### src/hdl/dsrm_pkg.sv
// ----------------------------------------------------------------------------
// dsrm_pkg
// Shared types and constants for the dot-star pattern matcher.
// ----------------------------------------------------------------------------
`default_nettype none

package dsrm_pkg;

  localparam int MAX_TOKENS_DEF = 16;
  localparam int KIND_W         = 2;
  localparam int SYMBOL_W       = 8;

  // wildcard token byte
  localparam logic [SYMBOL_W-1:0] DOT_SYMBOL = 8'd46;

  typedef enum logic [KIND_W-1:0] {
    KIND_CLEAR   = 2'd0,
    KIND_APPEND  = 2'd1,
    KIND_TEXT    = 2'd2,
    KIND_RESTART = 2'd3
  } kind_t;

  typedef struct packed {
    logic full_match;
    logic pattern_overflow;
  } result_t;

endpackage

`default_nettype wire

### src/hdl/dsrm_if.sv
// ----------------------------------------------------------------------------
// dsrm_in_if / dsrm_out_if
// Valid/ready channels carrying the matcher's input and result words.
// ----------------------------------------------------------------------------
`default_nettype none

interface dsrm_in_if;
  import dsrm_pkg::*;

  logic                valid;
  logic                ready;
  logic [KIND_W-1:0]   kind;
  logic [SYMBOL_W-1:0] symbol;
  logic                repeat_req;

  modport source (output valid, output kind, output symbol, output repeat_req,
                  input ready);
  modport sink   (input valid, input kind, input symbol, input repeat_req,
                  output ready);
endinterface

interface dsrm_out_if;
  logic valid;
  logic ready;
  logic full_match;
  logic pattern_overflow;

  modport source (output valid, output full_match, output pattern_overflow,
                  input ready);
  modport sink   (input valid, input full_match, input pattern_overflow,
                  output ready);
endinterface

`default_nettype wire

### src/hdl/dot_star_regex_matcher.sv
// ----------------------------------------------------------------------------
// dot_star_regex_matcher
// Whole-string matcher: literal/dot tokens with optional star, bit-parallel NFA.
// ----------------------------------------------------------------------------
// Each accepted word's result is registered in the output register, or in the skid slot while the output stalls.
// Throughput: one word per cycle while the skid slot is empty; the NFA step and the star closure (one
// MAX_TOKENS+1 bit carry chain) run between the input and the result register.
// A two-deep output stage keeps input ready for one word while a result waits.
// Reset: empty pattern, overflow clear, only position zero active, no result.
`default_nettype none

module dot_star_regex_matcher #(
  parameter int MAX_TOKENS = dsrm_pkg::MAX_TOKENS_DEF
) (
  input  wire         clk,
  input  wire         rst_n,
  dsrm_in_if.sink     in_chan,
  dsrm_out_if.source  out_chan
);
  import dsrm_pkg::*;

  localparam int N     = MAX_TOKENS;
  localparam int CNT_W = $clog2(N + 1);

  // pattern store, only lanes below the count are meaningful
  logic [SYMBOL_W-1:0] sym_r [N];
  logic [N-1:0]        star_r;
  logic [CNT_W-1:0]    count_r, count_nxt;
  logic [N:0]          act_r, act_nxt;
  logic                ovf_r, ovf_nxt;

  result_t out_r, out_nxt, skid_r, skid_nxt;
  logic    out_v_r, out_v_nxt, skid_v_r, skid_v_nxt;

  logic    in_fire;
  kind_t   kind;
  logic    wr_en;
  result_t res;

  logic [N-1:0] mask_now, mask_new, star_eff;
  logic [N:0]   x, q, a_v, b_v, sum_v, carry_v;

  assign in_chan.ready = !skid_v_r;
  assign in_fire       = in_chan.valid && in_chan.ready;
  assign kind          = kind_t'(in_chan.kind);
  assign wr_en         = in_fire && (kind == KIND_APPEND) && (count_r < CNT_W'(N));

  // next pattern count and overflow
  always_comb begin
    count_nxt = count_r;
    ovf_nxt   = ovf_r;
    unique case (kind) inside
      KIND_CLEAR: begin
        count_nxt = '0;
        ovf_nxt   = 1'b0;
      end
      KIND_APPEND: begin
        if (count_r < CNT_W'(N)) begin
          count_nxt = count_r + CNT_W'(1);
        end else begin
          ovf_nxt = 1'b1;
        end
      end
      KIND_TEXT, KIND_RESTART: begin
        count_nxt = count_r;
      end
      default: begin
        count_nxt = count_r;
      end
    endcase
  end

  // one NFA step on a text word (other kinds restart at position zero), then star closure over the updated pattern
  always_comb begin
    for (int i = 0; i < N; i++) begin
      mask_now[i] = CNT_W'(i) < count_r;
      mask_new[i] = CNT_W'(i) < count_nxt;
      if ((kind == KIND_APPEND) && (count_r == CNT_W'(i))) begin
        star_eff[i] = in_chan.repeat_req & mask_new[i];
      end else begin
        star_eff[i] = star_r[i] & mask_new[i];
      end
    end

    x = '0;
    if (kind == KIND_TEXT) begin
      for (int i = 0; i < N; i++) begin
        if (act_r[i] && mask_now[i] &&
            (sym_r[i] == in_chan.symbol || sym_r[i] == DOT_SYMBOL)) begin
          if (star_r[i]) begin
            x[i] = 1'b1;
          end else begin
            x[i+1] = 1'b1;
          end
        end
      end
    end else begin
      x[0] = 1'b1;
    end

    // closure as a carry chain: active bits generate, starred tokens propagate
    q       = {star_eff, 1'b0};
    a_v     = x | q;
    b_v     = x;
    sum_v   = a_v + b_v;
    carry_v = sum_v ^ a_v ^ b_v;
    act_nxt = x | (q & carry_v);
  end

  assign res.full_match       = act_nxt[count_nxt];
  assign res.pattern_overflow = ovf_nxt;

  // output register plus skid slot
  always_comb begin
    out_nxt    = out_r;
    out_v_nxt  = out_v_r;
    skid_nxt   = skid_r;
    skid_v_nxt = skid_v_r;
    if (out_v_r && out_chan.ready) begin
      out_nxt    = skid_r;
      out_v_nxt  = skid_v_r;
      skid_v_nxt = 1'b0;
    end
    if (in_fire) begin
      if (!out_v_r || out_chan.ready) begin
        out_nxt   = res;
        out_v_nxt = 1'b1;
      end else begin
        skid_nxt   = res;
        skid_v_nxt = 1'b1;
      end
    end
  end

  assign out_chan.valid            = out_v_r;
  assign out_chan.full_match       = out_r.full_match;
  assign out_chan.pattern_overflow = out_r.pattern_overflow;

  always_ff @(posedge clk) begin
    if (!rst_n) begin
      count_r  <= '0;
      ovf_r    <= 1'b0;
      act_r    <= {{N{1'b0}}, 1'b1};
      out_v_r  <= 1'b0;
      skid_v_r <= 1'b0;
    end else begin
      if (in_fire) begin
        count_r <= count_nxt;
        ovf_r   <= ovf_nxt;
        act_r   <= act_nxt;
      end
      out_v_r  <= out_v_nxt;
      skid_v_r <= skid_v_nxt;
    end
  end

  always_ff @(posedge clk) begin
    for (int i = 0; i < N; i++) begin
      if (wr_en && (count_r == CNT_W'(i))) begin
        sym_r[i]  <= in_chan.symbol;
        star_r[i] <= in_chan.repeat_req;
      end
    end
    out_r  <= out_nxt;
    skid_r <= skid_nxt;
  end

  a_ovf_only_when_full: assert property (@(posedge clk) disable iff (!rst_n)
    ovf_r |-> count_r == CNT_W'(N))
    else $error("overflow flag set with room left in the pattern");

  a_ovf_rises_on_append: assert property (@(posedge clk) disable iff (!rst_n)
    $rose(ovf_r) |-> $past(in_fire && kind == KIND_APPEND))
    else $error("overflow flag set without a token append");

  a_no_active_past_end: assert property (@(posedge clk) disable iff (!rst_n)
    ((act_r >> count_r) >> 1) == '0)
    else $error("active position beyond the end of the pattern");

  a_skid_behind_out: assert property (@(posedge clk) disable iff (!rst_n)
    skid_v_r |-> out_v_r)
    else $error("skid slot holds a word while the output register is empty");

  a_result_follows_accept: assert property (@(posedge clk) disable iff (!rst_n)
    in_fire |=> out_v_r)
    else $error("accepted word produced no result");

endmodule

`default_nettype wire
### src/flat_wrapper.sv
// flat-port wrapper written by rule: the top's interface ports become plain ports
module dot_star_regex_matcher_flat import dsrm_pkg::*;
#(
  parameter int MAX_TOKENS = dsrm_pkg::MAX_TOKENS_DEF
)
  (clk, rst_n, in_chan_valid, in_chan_kind, in_chan_symbol, in_chan_repeat_req, in_chan_ready, out_chan_valid, out_chan_full_match, out_chan_pattern_overflow, out_chan_ready);
  dsrm_in_if in_chan_i ();
  dsrm_out_if out_chan_i ();
  input  wire clk;
  input  wire rst_n;
  input wire logic [$bits(in_chan_i.valid)-1:0] in_chan_valid;
  input wire logic [$bits(in_chan_i.kind)-1:0] in_chan_kind;
  input wire logic [$bits(in_chan_i.symbol)-1:0] in_chan_symbol;
  input wire logic [$bits(in_chan_i.repeat_req)-1:0] in_chan_repeat_req;
  output wire logic [$bits(in_chan_i.ready)-1:0] in_chan_ready;
  output wire logic [$bits(out_chan_i.valid)-1:0] out_chan_valid;
  output wire logic [$bits(out_chan_i.full_match)-1:0] out_chan_full_match;
  output wire logic [$bits(out_chan_i.pattern_overflow)-1:0] out_chan_pattern_overflow;
  input wire logic [$bits(out_chan_i.ready)-1:0] out_chan_ready;
  assign in_chan_i.valid = in_chan_valid;
  assign in_chan_i.kind = in_chan_kind;
  assign in_chan_i.symbol = in_chan_symbol;
  assign in_chan_i.repeat_req = in_chan_repeat_req;
  assign in_chan_ready = in_chan_i.ready;
  assign out_chan_valid = out_chan_i.valid;
  assign out_chan_full_match = out_chan_i.full_match;
  assign out_chan_pattern_overflow = out_chan_i.pattern_overflow;
  assign out_chan_i.ready = out_chan_ready;
  dot_star_regex_matcher #(.MAX_TOKENS(MAX_TOKENS)) u_core (.clk(clk), .rst_n(rst_n), .in_chan(in_chan_i), .out_chan(out_chan_i));
endmodule
### config.mk
export PLATFORM = sky130hd
export DESIGN_NAME = dot_star_regex_matcher_flat
export DESIGN_NICKNAME = d
export VERILOG_FILES = /design/src/hdl/dsrm_pkg.sv /design/src/hdl/dsrm_if.sv /design/src/hdl/dot_star_regex_matcher.sv /design/src/flat_wrapper.sv
export SDC_FILE = /design/constraint.sdc
export NUM_CORES = 1
export LEC_CHECK = 0
export BUFFER_PORTS_ARGS = -buffer_cell sky130_fd_sc_hd__buf_2
export CORE_AREA = 2 2 184 186
export CTS_CLUSTER_SIZE = 30
export DETAILED_ROUTE_END_ITERATION = 10
export DIE_AREA = 0 0 186 188
export GPL_ROUTABILITY_DRIVEN = 1
export PLACE_DENSITY = 0.55
export SYNTH_ARGS = -nofsm -noshare
export SYNTH_HDL_FRONTEND = slang
export SYNTH_SLANG_ARGS = --single-unit
### constraint.sdc
create_clock -name clk -period 4.5 [get_ports clk]
set_clock_uncertainty 0.2 [all_clocks]
set_input_delay 0.45 -clock clk [delete_from_list [all_inputs] [get_ports clk]]
set_output_delay 0.45 -clock clk [all_outputs]
set_load 0.1 [all_outputs]
### Word level (Yosys, flattened, before mapping)

Memory sizes are Yosys's and may differ from the RTL's.
Index checks and enable logic that the tools add are counted.

* output and inout bits: 4
* latch bits: 0
* memories kept: 1
* flip-flop bits (word level): 44
* word-level logic and storage cells: 415
* input port bits: 15
* memory bits (read-only): 0
* bits in writable memories: 128

Memories
* u_core.sym_r: words 16, width 8, read ports 16, clocked after Yosys merged registers in 0, write ports 1, RTL line dot_star_regex_matcher.sv:26 `logic [SYMBOL_W-1:0] sym_r [N];`

* magnitude comparators: 34
* muxes and demuxes: 161
* reductions and logical operators: 105
* eq/ne operators: 49
* $mul: 0
* div/mod/pow operators: 0
* $add $sub $neg: 2
* bitwise logic cells: 38
* shift operators: 0

Operator list (number)
* $eq 8x6->1 const B: 16
* $eq 8x8->1: 16
* $mux 8: 15
* $reduce_or 8->1: 15
* $mux 1: 104
* $lt 4x5->1 const A: 16
* $logic_and 1x1->1: 68
* $mux 4: 15
* $mux 2: 22
* $eq 5x4->1 const B: 8
* $lt 3x5->1 const A: 8
* $or 17x17->17: 2
* $xor 17x17->17: 2
* $and 1x1->1: 32
* $eq 5x3->1 const B: 4
* $lt 1x5->1 const A: 4
* $lt 2x5->1 const A: 4
* $add 17x17->17: 1
* $and 17x17->17: 1
* $logic_or 1x1->1: 17
* $mux 16: 1
* $eq 5x2->1 const B: 2
* $pmux 5 s2: 1
* $lt 5x6->1 const B: 1
* other kinds (13): 14

### Logic depth before layout (Yosys ltp)

Gate-level depths: netlist of run 1.
An unclocked memory read counts as a cell.

* depth in word-level cells: 49
* mapped depth: 20
* gate-level depth less buffers: 18

### Worst setup path before layout of run 1

Ideal clock, no wire load.

* path kind: register -> register
* start point: register u_core.count_r[1]
* end point: register u_core.out_r, in the netlist u_core.out_chan.full_match
* buffers on the path: 1
* clock period less this slack: 4.391 ns
* library setup time: 0.116 ns
* required time: 4.184 ns
* arrival: 4.075 ns
* cell stages (with the launch flop): 20
* slack: 0.109 ns
* cell sequence: dfxtp_1 > buf_2 > inv_1 > ha_1 > a22oi_4 > o21ai_0 > nor2_1 > a211o_1 > nor2_1 > ha_1 > a41o_1 > nand2_1 > a21oi_1 > o221a_2 > o211ai_1 > nand4_1 > a2111o_1 > a2111oi_2 > a31oi_1 > o211a_1

RTL lines
* from (decl): RTL line dot_star_regex_matcher.sv:28 `logic [CNT_W-1:0] count_r, count_nxt;`
* from (signal assigned): RTL line dot_star_regex_matcher.sv:148 `count_r <= count_nxt;`
* to (signal assigned): RTL line dot_star_regex_matcher.sv:164 `out_r <= out_nxt;`
* to (decl): RTL line dot_star_regex_matcher.sv:32 `result_t out_r, out_nxt, skid_r, skid_nxt;`

==> results.py, run 1 <==
metrics = {
    "grt": {
        "antenna_found_initial": 0,
        "track_usage": 0.162,
        "grt_overflow_total": 0,
        "grt_pass1_vias": 7392,
        "grt_pass1_wl_mm": 42.7,
        "grt_max_degree": 31,
    },
    "logic_synthesis": {
        "ys_ff_latch": 172,
        "seq_area_frac_synth": 0.500,
        "syn-cell-area_um2": 9800,
        "yosysWarnings": 0,
        "ys_types": 90,
        "synth_nets": 921,
        "avgSynthCellArea_um2": 10.9,
        "ys_top_cells_by_area": "edfxtp_1 45%, xnor2_1 11%, dfxtp_1 5.3%, nand4_1 2.9%, nand2_1 2.7%",
        "async_flop_share": 0,
        "netlist_instances": 901,
        "synth-edff-count": 146,
        "synth_flop_cell": "edfxtp_1",
        "netlist.top_cell.by_area": "edfxtp_1",
        "synth_top_area_share": 0.447,
    },
    "routing": {
        "drt_wl_total_mm": 27.7,
        "viasPerCell": 5.29,
        "drtPass1Iterations": 5,
        "route.antenna.remaining_nets": 0,
        "drt_drc_violations_left": 0,
        "initialDrtViolationCount": 606,
        "vias": 7587,
        "routedWlPerCell_um": 19.3,
    },
    "sta": {
        "setup_violations": 0,
        "drv_slew": 0,
        "whs_ps": 15.8,
        "finalCriticalPeriod_ps": 4340,
        "worst_slew_pin_slew_ps": 1010,
        "relSlewSlack": 0.320,
        "rsz0062_at_grt": "no",
        "min_period_over_period": 0.964,
        "fin_ws_ps": 163,
        "hold_viol": 0,
        "fmax_mhz": 231,
    },
    "setup_path": {
        "path_max_fanout": 6,
        "critPathLaunchType": "flop",
        "critPathTopFamily": "compound AO/OA/AOI/OAI gates",
        "max_stage_delay_ps": 430,
        "cp_common_cell": "buf_4",
        "required_ps": 4630,
        "path_cells": "nor4b_2, buf_4, nand4_1, o21ai_1, a32oi_2, nor2_2, nor2_1, ha_1, a41o_1, nand2_1, a21oi_2, o221a_2, o21ai_0, a21boi_1, a2111o_1, a2111oi_2, buf_4, a31oi_1, o211a_1",
        "path_class": "reg -> reg",
        "arrival_ps": 4460,
        "cpMaxStageDelayCell": "edfxtp_1",
        "crit_path_end_kind": "flop",
        "critPathBufInv": 2,
    },
    "power": {
        "power_density_nw_per_um2": 329,
        "power.total_mw": 3.81,
        "p_leak_nw": 3.87,
        "ir_drop_uv": 283,
    },
    "clock_network": {
        "postCtsSetupBuffers": 0,
        "cts_tree": "built",
        "path_clk_slew_ps": 70,
        "htreeDepth": 4,
        "cts_root_buffer": "clkbuf_16",
        "clock_sinks": 172,
        "cts_made_buffers": 17,
        "worstSkewPairLatency_ps": 450,
        "hold_buffers": 0,
        "clockBufferDepth": 2,
    },
    "die": {
        "floorplan.initialDensity": 0.296,
        "core_um2": 33100,
        "dieHeight_um": 188,
        "rows": 67,
        "io_pins": 19,
        "die_width_um": 186,
        "design.die.area_um2": 35000,
    },
    "finish": {
        "stdcell_count": 1434,
        "nets": 993,
        "syn_to_final_growth_pct": 18.0,
        "final_cell_area_um2": 11600,
        "layout-drive-gt1-share": 0.192,
        "n_fill_cell": 3288,
        "insertedDiodeCount": 0,
    },
    "placement": {
        "dp_slack_ps": -99.4,
        "dpl_cell_area_um2": 10900,
        "port_buffers": 18,
        "routabilityCongestion": 1.02,
        "dp_cells": 1402,
        "hpwl_mm": 20.2,
    },
    "min_path": {
        "holdCritPathClass": "in -> reg",
    },
    "run": {
        "cap_violations": 0,
    },
    "outcome": {
        "status": "completed",
    },
}
[path summary, 6_finish.rpt]
kind	start	end	slack [ps]	depth (start not counted)
worst max-delay path	u_core.sym_r[0][4]	u_core.out_chan.full_match	160	19
worst min-delay path	out_chan_ready	u_core.out_chan.pattern_overflow	20	2
worst max register to register	u_core.sym_r[0][4]	u_core.out_chan.full_match	160	19
worst min register to register	u_core.ovf_r	u_core.ovf_r	280	2
[cell families (layout without fill, tap and decap cells)]
| family | count (synthesis) | count (layout) | synth area share |
|---|---|---|---|
| xor+xnor | 129 | 129 | 0.115 |
| simple gates | 329 | 329 | 0.194 |
| fa+ha+maj | 5 | 5 | 0.00638 |
| mux | 14 | 14 | 0.0156 |
| buf+inv | 58 | 143 | 0.0294 |
| compound gates | 194 | 194 | 0.139 |
| flops | 172 | 172 | 0.500 |
[cell usage after synthesis, drive strengths merged (4+ instances only)]
| cell | instances |
|---|---|
| nor2 | 55 |
| a31oi | 10 |
| o211ai | 7 |
| and2 | 10 |
| inv | 11 |
| clkbuf | 16 |
| nand3 | 26 |
| mux2 | 4 |
| mux2i | 10 |
| edfxtp | 146 |
| a211o | 6 |
| nor4b | 5 |
| nor4 | 6 |
| nand4b | 24 |
| a211oi | 5 |
| a21oi | 40 |
| xnor2 | 121 |
| nor3 | 17 |
| and3 | 16 |
| nand4 | 46 |
| o21ai | 44 |
| nand2 | 70 |
| nor2b | 10 |
| a21boi | 8 |
| xor2 | 8 |
| or4b | 13 |
| nor3b | 6 |
| a32o | 6 |
| buf | 30 |
| o211a | 9 |
| o22ai | 16 |
| dfxtp | 26 |
| or2 | 4 |
| o31ai | 7 |
| ha | 5 |
| o21a | 4 |
| nand2b | 11 |
[stage by stage]
step | setup TNS [ps] | util
global placement | -34.4 | 0.328
finish | 0 | 0.349
global route | 0 | 0.349
CTS | 0 | 0.347
detailed placement | -99.4 | 0.328
floorplan | 0 | -
[sequential cells by signal, indices dropped and copies added, names as in the netlist]
register	flops
u_core.act_r	16
u_core.count_r	5
u_core.out_chan.full_match	1
u_core.out_chan.pattern_overflow	1
u_core.out_chan.valid	1
u_core.ovf_r	1
u_core.skid_r	2
u_core.skid_v_r	1
u_core.star_r	16
u_core.sym_r	128
[where the power goes]
group          leakage, nW  switching [mW]  internal (mW)
clock network        0.314           0.686          0.953
registers             1.53          0.0180           1.75
logic                 2.03           0.260          0.144
total                 3.87           0.964           2.84
[cells in the final DEF, fill, tap and decap left out, types with 15 or more instances in the layout]
cell type / Yosys / layout
o21ai_0: 37 / 35
and3_1: 16 / 15
clkbuf_16: 0 / 17
nor2_1: 54 / 52
nor3_1: 16 / 16
buf_4: 11 / 79
nand4b_1: 24 / 24
edfxtp_1: 146 / 146
xnor2_1: 121 / 121
nand2_1: 70 / 70
dfxtp_1: 26 / 23
o22ai_1: 16 / 16
buf_2: 17 / 18
a21oi_1: 39 / 38
nand3_1: 24 / 23
nand4_1: 46 / 46
[final cells by class]
cell class	count	area [um2]	share of cell area
sequential	172	4910	0.424
multi-input combinational	671	4670	0.404
timing repair buffer	99	723	0.0625
tap	448	561	0.0485
clock buffer	17	425	0.0368
clock inverter	15	230	0.0199
inverter	12	45.0	0.00389
[repair_timing]
item | 4_1_cts | 5_1_grt
gates cloned | 0 | 0
pin swaps | 0 | 1
resized for setup | 2 | 16
endpoints found under the setup margin | 1 | 2
[layer usage]
metal | vias up | track usage | part of all wire
met2 | 238 | 0.266 | 0.48
met3 | 65 | 0.0338 | 0.052
li1 | 3574 | - | -
met1 | 3710 | 0.203 | 0.43
met5 | - | 0 | 0
met4 | 0 | 0.0745 | 0.041
Power figures use the tool's default switching activity.
==> inputs of run 2 (changes only) <==
--- a/config.mk
+++ b/config.mk
@@ -6,12 +6,12 @@
 export NUM_CORES = 1
 export LEC_CHECK = 0
 export BUFFER_PORTS_ARGS = -buffer_cell sky130_fd_sc_hd__buf_2
-export CORE_AREA = 2 2 184 186
-export CTS_CLUSTER_SIZE = 30
+export CORE_AREA = 2 2 160 162
+export CTS_CLUSTER_SIZE = 20
 export DETAILED_ROUTE_END_ITERATION = 10
-export DIE_AREA = 0 0 186 188
+export DIE_AREA = 0 0 162 164
 export GPL_ROUTABILITY_DRIVEN = 1
-export PLACE_DENSITY = 0.55
+export PLACE_DENSITY = 0.66
 export SYNTH_ARGS = -nofsm -noshare
 export SYNTH_HDL_FRONTEND = slang
 export SYNTH_SLANG_ARGS = --single-unit
==> run 2 against run 1 <==
Clock-buffer cell count unchanged. Sequential power hardly changed. Non-clock buffer count shrank 25. Worst hold slack improved by 16 ps. Critical path depth shrank 4. Fmax fell by 1.0%. Sequential cell count unchanged.
==> results.py, run 2 (synthesized netlist as in run 1, its figures left out) <==
metrics = {
    "finish": {
        "largest_register": "u_core.sym_r",
        "nets": 968,
        "layout-drive-gt1-share": 0.163,
        "syn_to_final_growth_pct": 14.1,
        "insertedDiodeCount": 0,
        "reg_top3": "u_core.sym_r (128), u_core.act_r (16), u_core.star_r (16)",
        "layout_common_cells": "146 x edfxtp_1, 121 x xnor2_1, 70 x nand2_1, 56 x buf_4, 54 x nor2_1",
        "final_common_cell": "edfxtp_1",
        "largest_reg_flops": 128,
        "fin_util": 0.450,
        "n_fill_cell": 2324,
    },
    "sta": {
        "fmax_mhz": 228,
        "min_period_over_period": 0.974,
        "finalCriticalPeriod_ps": 4380,
        "relSlewSlack": 0.301,
        "fin_tns_setup_ps": 0,
        "hold_viol": 0,
        "setup_violations": 0,
        "drv_slew": 0,
        "worst_slew_pin_slew_ps": 1040,
    },
    "run": {
        "cap_violations": 0,
    },
    "grt": {
        "antenna_found_initial": 0,
        "grt_overflow_total": 0,
        "track_usage": 0.196,
        "grt_pass1_vias": 7310,
        "grt_max_degree": 31,
        "grt_pass1_wl_mm": 40.4,
    },
    "routing": {
        "vias": 7503,
        "drtPass1Iterations": 5,
        "drt_wl_total_mm": 25.8,
        "route.antenna.remaining_nets": 0,
        "routedWlPerCell_um": 20.0,
        "viasPerCell": 5.81,
        "drt_drc_violations_left": 0,
        "initialDrtViolationCount": 753,
    },
    "setup_path": {
        "crit_path_end_kind": "flop",
        "path_max_fanout": 9,
        "path_cells": "clkinv_1, ha_1, nand2_1, o21a_1, nor4_1, o21bai_1, nand2b_1, a31oi_1, o21bai_1, a211o_1, a211oi_1, a2111oi_4, buf_4, a31oi_1, o211a_1",
        "cpMaxStageDelayCell": "nor4_1",
        "required_ps": 4680,
        "path_class": "reg -> reg",
        "max_stage_delay_ps": 610,
        "arrival_ps": 4560,
        "critPathLaunchType": "flop",
    },
    "clock_network": {
        "cts_tree": "built",
        "htreeDepth": 4,
        "cts_root_buffer": "clkbuf_16",
        "hold_buffers": 0,
        "clock_sinks": 172,
        "worstSkewPairLatency_ps": 440,
        "path_clk_slew_ps": 80,
        "clockBufferDepth": 2,
        "cts_made_buffers": 17,
    },
    "outcome": {
        "status": "completed",
    },
    "placement": {
        "port_buffers": 18,
        "routabilityCongestion": 0.944,
        "hpwl_mm": 18.0,
    },
    "min_path": {
        "holdCritPathClass": "in -> reg",
    },
    "power": {
        "ir_drop_uv": 312,
        "p_leak_nw": 3.73,
        "power.total_mw": 3.71,
        "power_density_nw_per_um2": 331,
    },
    "die": {
        "design.die.area_um2": 26600,
        "die_width_um": 162,
        "rows": 58,
        "core_um2": 24800,
        "dieHeight_um": 164,
        "io_pins": 19,
        "floorplan.initialDensity": 0.395,
    },
}
-- run 2: cell types whose count changed in the layout (fill, tap and decap cells not counted), moves of 2 or more --
| cell | previous run | this run |
|---|---|---|
| buf_12 | 2 | 0 |
| inv_6 | 4 | 2 |
| nor2_2 | 3 | 1 |
| nor2_1 | 52 | 54 |
| buf_4 | 79 | 56 |
| bufinv_16 | 4 | 1 |
| clkinv_8 | 2 | 7 |
-- run 2: what timing repair did --
| action | in CTS | in global routing |
|---|---|---|
| gates resized for setup | 0 | 11 |
| buffers inserted | 0 | 1 |
| setup endpoints to repair | 0 | 2 |
-- run 2: final timing paths --
kind                startpoint                          endpoint  slack [ps]  cells past startpoint
max          u_core.count_r[4]        u_core.out_chan.full_match         120                     15
max reg2reg  u_core.count_r[4]        u_core.out_chan.full_match         120                     15
min             out_chan_ready  u_core.out_chan.pattern_overflow          30                      2
min reg2reg       u_core.ovf_r                      u_core.ovf_r         270                      2
-- run 2: cell type report --
cell class              count  area (um2)  area share
clock buffers              17         425      0.0380
clock inverters            15         219      0.0196
inverters                  12        45.0     0.00403
multi-input cells         671        4660       0.417
flip-flops and latches    172        4910       0.439
well taps                 330         413      0.0369
repair buffers             74         510      0.0457
-- run 2: critical path, delay by kind of cell (launching register included) --
family	cells	cell delay, ps
AO/OA/AOI/OAI	9	2210
adder cells (fa/ha/maj)	1	280
buffers and inverters	2	280
flip-flops	1	470
AND/OR/NAND/NOR	3	870
-- run 2: per-stage QoR --
stage | area, um2 | hold WS (ps) | std cells | worst slack, ps
final | 11200 | 32.1 | 1291 | 119
after global routing | 11200 | 26.9 | 1291 | -21.7
after CTS | 11100 | 18.2 | 1290 | 65.5
after detailed placement | 10500 | 262 | 1258 | -67.3
after global placement | 10500 | 259 | 1258 | 4.80
after floorplan | 9800 | 243 | 901 | 109
-- run 2: metal layers --
metal	vias up	routed length, um	GRT usage
met5	-	0	0
met4	0	1010	0.0921
met3	61	1240	0.0270
met2	271	12200	0.323
met1	3652	11400	0.256
li1	3519	-	-
-- run 2: power by group --
group	internal [mW]	switching, mW	total (mW)
Combinational	0.136	0.253	0.389
Clock	0.816	0.736	1.55
Sequential	1.75	0.0176	1.76
